[src/sv/hfs_pkg.sv]
// hfs_pkg: shared constants and types for the hole fit selector.
// No dependencies; imported by hfs_slot_table and hole_fit_selector.
`default_nettype none

package hfs_pkg;

  localparam int HOLE_SLOTS = 64;
  localparam int ADDR_BITS  = 16;
  localparam int IDX_W      = $clog2(HOLE_SLOTS);
  localparam int CFG_IDX_W  = 2;

  localparam logic [IDX_W-1:0] LAST_IDX = IDX_W'(HOLE_SLOTS - 1);

  // configuration register indexes
  localparam logic [CFG_IDX_W-1:0] CFG_FIT_MODE = CFG_IDX_W'(0);
  localparam logic [CFG_IDX_W-1:0] CFG_MEM_SIZE = CFG_IDX_W'(1);

  // fit modes
  localparam logic [1:0] MODE_FIRST = 2'd0;
  localparam logic [1:0] MODE_BEST  = 2'd1;
  localparam logic [1:0] MODE_WORST = 2'd2;

  // request kinds
  localparam logic KIND_WRITE = 1'b0;
  localparam logic KIND_QUERY = 1'b1;

  typedef enum logic [1:0] {
    ST_IDLE,
    ST_SCAN,
    ST_DRAIN,
    ST_DONE
  } hfs_state_t;

  // table write port
  typedef struct packed {
    logic                 en;
    logic [IDX_W-1:0]     idx;
    logic                 valid;
    logic [ADDR_BITS-1:0] base;
    logic [ADDR_BITS-1:0] size;
  } hfs_wr_t;

  // registered slot read data
  typedef struct packed {
    logic                 valid;
    logic [ADDR_BITS-1:0] base;
    logic [ADDR_BITS-1:0] size;
  } hfs_slot_t;

endpackage

`default_nettype wire

[src/sv/hfs_slot_table.sv]
// hfs_slot_table: hole table, base/size memory plus per-slot valid flops.
// Depends on hfs_pkg.
`default_nettype none

module hfs_slot_table (
  input  wire                      clk,
  input  wire                      rst_n,
  input  hfs_pkg::hfs_wr_t         wr,
  input  wire                      rd_en,
  input  wire [hfs_pkg::IDX_W-1:0] rd_idx,
  output hfs_pkg::hfs_slot_t       rd_slot
);
  import hfs_pkg::*;

  logic [2*ADDR_BITS-1:0] mem [HOLE_SLOTS];
  logic [HOLE_SLOTS-1:0]  slot_valid_r;
  logic [2*ADDR_BITS-1:0] rd_data_r;
  logic                   rd_valid_r;

  // base/size store: no reset, only read where valid
  always_ff @(posedge clk) begin
    if (wr.en) begin
      mem[wr.idx] <= {wr.base, wr.size};
    end
    if (rd_en) begin
      rd_data_r <= mem[rd_idx];
    end
  end

  always_ff @(posedge clk) begin
    if (!rst_n) begin
      slot_valid_r <= '0;
      rd_valid_r   <= 1'b0;
    end else begin
      if (wr.en) begin
        slot_valid_r[wr.idx] <= wr.valid;
      end
      if (rd_en) begin
        rd_valid_r <= slot_valid_r[rd_idx];
      end
    end
  end

  assign rd_slot.valid = rd_valid_r;
  assign rd_slot.base  = rd_data_r[2*ADDR_BITS-1:ADDR_BITS];
  assign rd_slot.size  = rd_data_r[ADDR_BITS-1:0];

endmodule

`default_nettype wire

[src/sv/hole_fit_selector.sv]
// A table write is taken while idle and gives no result. A query reads every
// slot, one table read per slot through the single read port (ST_SCAN),
// judges the last slot in ST_DRAIN and hands the answer over in ST_DONE,
// which holds while an earlier result still waits on out_ready. Requests are
// taken only in ST_IDLE, so a new query waits for the answer; in_ready is low meanwhile.
// Reset (rst_n, synchronous, active low): slots invalid, first fit, size 65535.
`default_nettype none

module hole_fit_selector (
  input  wire                          clk,
  input  wire                          rst_n,
  // request channel
  input  wire                          in_valid,
  output logic                         in_ready,
  input  wire                          in_kind,
  input  wire [hfs_pkg::IDX_W-1:0]     in_entry_index,
  input  wire                          in_entry_valid,
  input  wire [hfs_pkg::ADDR_BITS-1:0] in_entry_base,
  input  wire [hfs_pkg::ADDR_BITS-1:0] in_entry_size,
  input  wire [hfs_pkg::ADDR_BITS-1:0] in_request_size,
  // result channel
  output logic                         out_valid,
  input  wire                          out_ready,
  output logic                         out_found,
  output logic [hfs_pkg::IDX_W-1:0]    out_hole_index,
  output logic [hfs_pkg::ADDR_BITS-1:0] out_hole_base,
  output logic [hfs_pkg::ADDR_BITS-1:0] out_hole_size,
  // configuration write channel
  input  wire                          cfg_valid,
  output logic                         cfg_ready,
  input  wire [hfs_pkg::CFG_IDX_W-1:0] cfg_index,
  input  wire [hfs_pkg::ADDR_BITS-1:0] cfg_data
);
  import hfs_pkg::*;

  // ---------------------------------------------------------------- config
  logic [1:0]           fit_mode_r;
  logic [ADDR_BITS-1:0] mem_size_r;

  assign cfg_ready = 1'b1;

  always_ff @(posedge clk) begin
    if (!rst_n) begin
      fit_mode_r <= MODE_FIRST;
      mem_size_r <= '1;
    end else if (cfg_valid && cfg_ready) begin
      case (cfg_index)
        CFG_FIT_MODE: fit_mode_r <= cfg_data[1:0];
        CFG_MEM_SIZE: mem_size_r <= cfg_data;
        default: ;  // unknown index: ignored
      endcase
    end
  end

  // ---------------------------------------------------------------- sequencer
  hfs_state_t state_r, state_nxt;

  logic                 in_acc;
  logic                 query_start;
  logic                 out_free;
  logic                 rd_en;
  logic                 load_out;
  logic [IDX_W-1:0]     idx_r, idx_nxt;
  logic                 eval_vld_r;   // table read data is for slot eval_idx_r
  logic [IDX_W-1:0]     eval_idx_r;
  logic [ADDR_BITS-1:0] req_r;
  logic [1:0]           mode_r;

  assign in_acc      = in_valid && in_ready;
  assign query_start = in_acc && (in_kind == KIND_QUERY);
  assign out_free    = !out_valid || out_ready;

  // next state
  always_comb begin
    state_nxt = state_r;
    case (state_r)
      ST_IDLE:  if (query_start) state_nxt = ST_SCAN;
      ST_SCAN:  if (idx_r == LAST_IDX) state_nxt = ST_DRAIN;
      ST_DRAIN: state_nxt = ST_DONE;
      ST_DONE:  if (out_free) state_nxt = ST_IDLE;
      default:  state_nxt = ST_IDLE;
    endcase
  end

  // sequencer outputs
  always_comb begin
    in_ready = 1'b0;
    rd_en    = 1'b0;
    load_out = 1'b0;
    idx_nxt  = idx_r;
    case (state_r)
      ST_IDLE: begin
        in_ready = 1'b1;
        idx_nxt  = '0;
      end
      ST_SCAN: begin
        rd_en   = 1'b1;
        idx_nxt = idx_r + 1'b1;
      end
      ST_DRAIN: ;
      ST_DONE:  load_out = out_free;
      default: ;
    endcase
  end

  always_ff @(posedge clk) begin
    if (!rst_n) begin
      state_r    <= ST_IDLE;
      idx_r      <= '0;
      eval_vld_r <= 1'b0;
    end else begin
      state_r    <= state_nxt;
      idx_r      <= idx_nxt;
      eval_vld_r <= rd_en;
    end
  end

  always_ff @(posedge clk) begin
    eval_idx_r <= idx_r;
    if (query_start) begin
      req_r  <= in_request_size;
      mode_r <= fit_mode_r;
    end
  end

  // ---------------------------------------------------------------- table
  hfs_wr_t   wr;
  hfs_slot_t slot;

  assign wr.en    = in_acc && (in_kind == KIND_WRITE);
  assign wr.idx   = in_entry_index;
  assign wr.valid = in_entry_valid;
  assign wr.base  = in_entry_base;
  assign wr.size  = in_entry_size;

  hfs_slot_table u_table (
    .clk     (clk),
    .rst_n   (rst_n),
    .wr      (wr),
    .rd_en   (rd_en),
    .rd_idx  (idx_r),
    .rd_slot (slot)
  );

  // ---------------------------------------------------------------- compare unit
  // One slot judged per cycle. bound_r is the best-fit upper bound or the
  // worst-fit running maximum; first fit only takes while nothing is held.
  logic                 pick_found_r;
  logic [IDX_W-1:0]     pick_idx_r;
  logic [ADDR_BITS-1:0] pick_base_r;
  logic [ADDR_BITS-1:0] bound_r;
  logic [ADDR_BITS-1:0] pick_size_r;
  logic                 fits;
  logic                 take;

  assign fits = eval_vld_r && slot.valid && (slot.size >= req_r);

  always_comb begin
    case (mode_r)
      MODE_FIRST: take = fits && !pick_found_r;
      MODE_BEST:  take = fits && (slot.size <= bound_r);  // tie: later slot wins
      MODE_WORST: take = fits && (slot.size > bound_r);   // tie: earlier slot kept
      default:    take = 1'b0;                            // unknown mode: never
    endcase
  end

  always_ff @(posedge clk) begin
    if (!rst_n) begin
      pick_found_r <= 1'b0;
    end else if (query_start) begin
      pick_found_r <= 1'b0;
    end else if (take) begin
      pick_found_r <= 1'b1;
    end
  end

  always_ff @(posedge clk) begin
    if (query_start) begin
      pick_idx_r  <= '0;
      pick_base_r <= '0;
      pick_size_r <= '0;
      bound_r     <= (fit_mode_r == MODE_BEST) ? mem_size_r : '0;
    end else if (take) begin
      pick_idx_r  <= eval_idx_r;
      pick_base_r <= slot.base;
      pick_size_r <= slot.size;
      bound_r     <= slot.size;
    end
  end

  // ---------------------------------------------------------------- result register
  always_ff @(posedge clk) begin
    if (!rst_n) begin
      out_valid <= 1'b0;
    end else if (load_out) begin
      out_valid <= 1'b1;
    end else if (out_ready) begin
      out_valid <= 1'b0;
    end
  end

  always_ff @(posedge clk) begin
    if (load_out) begin
      out_found      <= pick_found_r;
      out_hole_index <= pick_idx_r;
      out_hole_base  <= pick_base_r;
      out_hole_size  <= pick_size_r;
    end
  end

  // ---------------------------------------------------------------- checks
  a_busy_not_ready: assert property (@(posedge clk) disable iff (!rst_n)
    (state_r == ST_SCAN || state_r == ST_DRAIN) |-> !in_ready)
    else $error("request taken during a scan");

  a_result_from_done: assert property (@(posedge clk) disable iff (!rst_n)
    $rose(out_valid) |-> $past(state_r == ST_DONE))
    else $error("result raised outside the hand-over state");

  a_not_found_zero: assert property (@(posedge clk) disable iff (!rst_n)
    (out_valid && !out_found) |->
      (out_hole_index == '0 && out_hole_base == '0 && out_hole_size == '0))
    else $error("not-found result carries slot data");

  a_take_only_scanning: assert property (@(posedge clk) disable iff (!rst_n)
    take |-> (state_r == ST_SCAN || state_r == ST_DRAIN))
    else $error("compare unit took a slot while idle");

endmodule

`default_nettype wire
[config.mk]
export PLATFORM = sky130hd
export DESIGN_NAME = hole_fit_selector
export DESIGN_NICKNAME = d
export VERILOG_FILES = /design/src/sv/hfs_pkg.sv /design/src/sv/hfs_slot_table.sv /design/src/sv/hole_fit_selector.sv
export SDC_FILE = /design/constraint.sdc
export NUM_CORES = 2
export LEC_CHECK = 0
export BUFFER_PORTS_ARGS = -buffer_cell sky130_fd_sc_hd__buf_2
export CAP_MARGIN = 20
export CORE_MARGIN = 4
export CORE_UTILIZATION = 38
export CTS_CLUSTER_SIZE = 14
export DETAILED_ROUTE_END_ITERATION = 8
export SETUP_SLACK_MARGIN = 0.15
export SLEW_MARGIN = 20
export SYNTH_ARGS = -nofsm -noshare
export SYNTH_HDL_FRONTEND = slang
export SYNTH_HIERARCHICAL = 1
export SYNTH_SLANG_ARGS = --single-unit
export TNS_END_PERCENT = 50
[constraint.sdc]
create_clock -name clk -period 3.4 [get_ports clk]
set_input_delay 0.17 -clock clk [delete_from_list [all_inputs] [get_ports clk]]
set_output_delay 0.17 -clock clk [all_outputs]
set_load 0.01 [all_outputs]
# Yosys cells after proc, flatten, opt, wreduce, memory -nomap -nowiden
# Memories as Yosys holds them, arrays and structs flattened. A register that Yosys moved wholly into a read port is not among the register bits.
# Index checks and enable logic that the tools add are counted.
# op_classes
add_sub_neg	1
magnitude_cmp	6
eq_ne	11
n_mux	21
n_bitwise	2
n_reduce_logical	22
# ops
operator	count
64-bit bitwise mux	1
16-bit 2-to-1 mux	3
16-bit greater-or-equal comparator	1
16-bit > comparator	1
16-bit <= comparator	1
6-bit by 7-bit < comparator with 1-bit output (second input constant)	2
6-bit case mux with 2 select lines	1
1-bit logical AND	9
1-bit 2-to-1 mux	9
2-bit by 1-bit equality test with 1-bit output (second input constant)	4
2-bit case mux with 4 select lines	1
6-bit by 1-bit adder with 6-bit output (second input constant)	1
1-bit binary-select mux with 6-bit select	1
1-bit demux with 6-bit select	1
2-bit equality test (second input constant)	3
6-bit equality test (second input constant)	1
6-bit by 1-bit greater-or-equal comparator with 1-bit output (second input constant)	1
2-bit zero test	3
2-bit 2-to-1 mux	3
2-bit inequality test (second input constant)	3
2-bit nonzero test	3
2-bit AND reduction	2
1-bit case mux with 3 select lines	1
3-bit AND reduction	1
other kinds (4)	6
# totals
regBits	211
ramBits	2048
in_bits	79
output_inout_bits	42
elab_cells	84
n_memories	1
# mem_list
name	words	word_bits	read_ports	rd_clocked_by_memory_dff	write_ports	line_no	rtl
u_table.mem	64	32	1	1	1	hfs_slot_table.sv:15	logic [2*ADDR_BITS-1:0] mem [HOLE_SLOTS];

# Longest topological paths before layout
# logic_depth
depth_word	6
mapped_depth	11
ltp_nobuf	9

# By module
# The synthesis kept the hierarchy.
# by_module_without_submodules
module	n_inst	cells_per_inst	area_per_inst_um2	seq_area_each_um2
hfs_slot_table	1	3353	81801.0	63761.2
hole_fit_selector	1	546	6020.8	3653.5

# Worst setup path before layout
# OpenSTA, ideal clock, no wires.
# synth_timing
path_kind	register to register
startpoint	register state_r[0]
endpoint	memory u_table/mem[11][0] in the netlist's numbering (enable)
setup_time_ns	0.423
arrival_time_ns	3.141
required_time_ns	2.977
setup_slack_ns	-0.163
stages_incl_launch_ff	10
path_buffers	2
synth_period_minus_slack_ns	3.563
path_cell_list	dfxtp_1 -> inv_1 -> ha_1 -> clkbuf_1 -> nand2_1 -> nor2_1 -> nor2b_1 -> nand3_1 -> clkbuf_1 -> nor2_1
# synth_lines
item	line_no	rtl
start: declaration	hole_fit_selector.sv:56	hfs_state_t state_r, state_nxt;
start signal: assignment	hole_fit_selector.sv:112	state_r <= state_nxt;
end: declaration	hfs_slot_table.sv:15	

==> flow_metrics.env <==
export IMPL_cts_htree_levels=4
export IMPL_rsz0062_at_grt="no"
export IMPL_tightest_slew_ns=1.12
export IMPL_synthFlopType="edfxtp_1"
export IMPL_cap_violations=0
export IMPL_syn_num_nets=4018
export IMPL_gp_congestion=0.763
export IMPL_synth_simple_gate_area_share_pct=1.90
export IMPL_synth_most_common_cell="edfxtp_1"
export IMPL_ys_seq_area_share_pct=76.8
export IMPL_synth_seq_cells=2291
export IMPL_critical_path_class="flop to flop"
export IMPL_dieArea_mm2=0.239
export IMPL_synth_compound_area_share_pct=1.27
export IMPL_cts_buffer_depth=3
export IMPL_comb_power_share_pct=11.4
export IMPL_fin_util_pct=45.2
export IMPL_antenna_found_initial=26
export IMPL_root_buffer="clkbuf_16"
export IMPL_ys_top_cells_by_count="2153 x edfxtp_1, 674 x mux4_2, 216 x nand2_1"
export IMPL_slowest_stage="mux4_2"
export IMPL_start_util_pct=38.2
export IMPL_yosys_mux_area_fraction_pct=18.2
export IMPL_crit_chain="buf_12 > buf_12 > buf_12 > mux4_2 > mux4_2 > mux4_2"
export IMPL_drc_errors=0
export IMPL_track_usage_pct=18.7
export IMPL_cts_tree="built"
export IMPL_synth_edf_count=2153
export IMPL_cts_buffers=221
export IMPL_crit_required_ns=3.97
export IMPL_grt_overflow=0
export IMPL_die_h_um=489
export IMPL_status="finished, final reports clean"
export IMPL_yosys_top_cells_area="edfxtp_1 74%, mux4_2 17%, dfxtp_1 3.1%"
export IMPL_maxSlewHeadroom_pct=25.4
export IMPL_min_path_type="input port to flop"
export IMPL_post_place_ws_ns=0.357
export IMPL_grt_pass1_wl_mm=321
export IMPL_finalPower_mw=62.8
export IMPL_intPower_mw=48.4
export IMPL_synth_xor_area_share_pct=0
export IMPL_drive_gt1_share_pct=31.3
export IMPL_path_buf_inv=3
export IMPL_p_sw_mw=14.4
export IMPL_post_drt_wl_per_cell_um=29.3
export IMPL_vias=42436
export IMPL_min_period_over_period_pct=90.7
export IMPL_fillers=19052
export IMPL_final_antenna_net_count=0
export IMPL_yosysTopAreaCell="edfxtp_1"
export IMPL_setup_viol=0
export IMPL_drtPass1Iterations=5
export IMPL_pwr_share_clk_pct=38.2
export IMPL_yosys_warnings=6
export IMPL_switching_share_pct=22.9
export IMPL_ios=121
export IMPL_clock_skew_final_ns=0.0415
export IMPL_postSynthCellCount=3899
export IMPL_grt_max_degree=67
export IMPL_fp_dieW_um=489
export IMPL_fin_ws_ns=0.316
export IMPL_startpoint_type="flop"
export IMPL_synth_fa_ha_area_share_pct=0.570
export IMPL_synth_top_family_by_area="multiplexers"
export IMPL_totalWireLength_mm=224
export IMPL_synth_cell_types=50
export IMPL_avgViaCountPerCell=5.55
export IMPL_worstPathArrival_ns=3.65
export IMPL_end_kind="flop"
export IMPL_async_flop_share_pct=0
export IMPL_clk_latency_ns=0.86
export IMPL_seqPwrFrac_pct=50.4
export IMPL_syn_area_mm2=0.0878
export IMPL_r2r_slack_ns=0.32
export IMPL_core_mm2=0.230
export IMPL_final_nets=4529
export IMPL_grt_pass1_vias=42877
export IMPL_cp_max_fo=16
export IMPL_clkTransAtPathRegs_ns=0.06
export IMPL_period_needed_ns=3.08
export IMPL_powerDensity_mw_per_mm2=604
export IMPL_syn2layout_area_growth_pct=18.2
export IMPL_slowest_delay_ns=0.62
export IMPL_slew_violations=0
export IMPL_dp_hpwl_mm=131
export IMPL_synth_top_area_share_pct=73.6
export IMPL_ir_worst_vdd_v=0.000559
export IMPL_drt_iter0_markers=4432
export IMPL_max_freq_ghz=0.324
export IMPL_num_rows=176
export IMPL_syn_area_per_cell_um2=22.5
export IMPL_total_leakage_power_nw=32.0
export IMPL_hold_viol=0
export IMPL_port_buffers=119
export IMPL_crit_family="multiplexers"
export IMPL_cts_sinks=2291
[metal layers]
metal | routed length, µm | GRT usage (%)
met5 | 27 | 0
met3 | 16700 | 3.38
met4 | 4480 | 4.52
met1 | 92300 | 26.1
met2 | 110000 | 30.8
[area by class of cell]
| cell class | count | area [µm²] | area share (%) |
|---|---|---|---|
| Timing Repair Buffer | 502 | 5540 | 5.33 |
| Clock buffer | 282 | 5900 | 5.69 |
| Antenna cell | 16 | 40.0 | 0.0386 |
| Clock inverter | 131 | 1200 | 1.16 |
| Multi-Input combinational cell | 1356 | 19800 | 19.1 |
| Tap cell | 3026 | 3790 | 3.65 |
| Inverter | 38 | 143 | 0.137 |
| Sequential cell | 2291 | 67400 | 64.9 |
[stage by stage]
| step | instances | TNS (ns) | hold WS (ns) | area (µm²) |
|---|---|---|---|---|
| floorplan | 3899 | -10.78 | 0.269 | 87900 |
| global placement | 7089 | 0 | 0.349 | 95400 |
| detailed placement | 7089 | 0 | 0.348 | 95400 |
| CTS | 7595 | 0 | 0.0102 | 103000 |
| global route | 7629 | 0 | 0.0983 | 104000 |
| finish | 7642 | 0 | 0.0870 | 104000 |
[worst register-to-register path, cell delays in order, from the launching register on]
cell	delay (ns)
dfxtp_4	0.51
buf_12	0.22
buf_12	0.22
buf_12	0.20
mux4_2	0.51
mux4_2	0.62
mux4_2	0.52
[flip-flops by register name (all words and copies together) (netlist names), 2 cells and up]
signal	flops
u_table/mem	2048
u_table/slot_valid_r	64
u_table/rd_data_r	32
bound_r	16
mem_size_r	16
out_hole_base	16
out_hole_size	16
pick_base_r	16
pick_size_r	16
req_r	16
eval_idx_r	6
idx_r	6
out_hole_index	6
pick_idx_r	6
fit_mode_r	2
mode_r	2
state_r	2
[path summary, 6_finish.rpt]
check | from | endpoint | cells past startpoint
min | in_entry_size[11] | u_table/mem[44][11] | 1
max reg2reg | idx_r[0] | u_table/rd_data_r[24] | 6
min reg2reg | pick_size_r[9] | out_hole_size[9] | 0
max | idx_r[0] | u_table/rd_data_r[24] | 6
[power by group through the flow]
stage | Clock, mW | Sequential (mW) | Combinational (mW)
finish | 24.0 | 31.6 | 7.15
global route | 25.7 | 31.6 | 7.70
CTS | 24.5 | 31.6 | 7.21
detailed placement | 0 | 32.2 | 7.11
global placement | 0 | 32.2 | 7.05
floorplan | 0 | 31.9 | 4.64
[layout by cell type, fill, tap and decap left out, drive strengths merged, types with 3 or more instances in the layout]
cell,synthesis,routed
nand4,8,8
mux4,674,674
nand3,30,30
dlygate4sd3,0,120
a211oi,5,5
and3,3,3
inv,38,43
nor2,75,75
clkinv,0,102
a21o,3,3
nor3b,5,5
diode,0,16
buf,99,382
nor2b,23,23
ha,40,40
a21oi,19,19
bufinv,0,16
o21ai,67,67
dfxtp,138,138
nand2b,4,4
nand2,216,216
and3b,4,4
mux2i,79,79
nand3b,4,4
nor3,3,3
clkbuf,115,282
and2,4,4
clkinvlp,0,8
a21boi,61,61
edfxtp,2153,2153
[logic make-up after synthesis]
family / Yosys count
buffers and inverters: 252
muxes: 755
DFF: 2291
AOI/OAI and AO/OA: 175
other: 1
and+or+nand+nor: 385
adders and majority gates: 40
[timing repair]
item	in CTS	in global routing
hold buffers	93	27
resized for setup	0	5
endpoints found under the setup margin	0	31
buffers inserted	0	1
hold endpoints to repair	125	1728
Note: power is estimated with default switching activity, not from simulation.
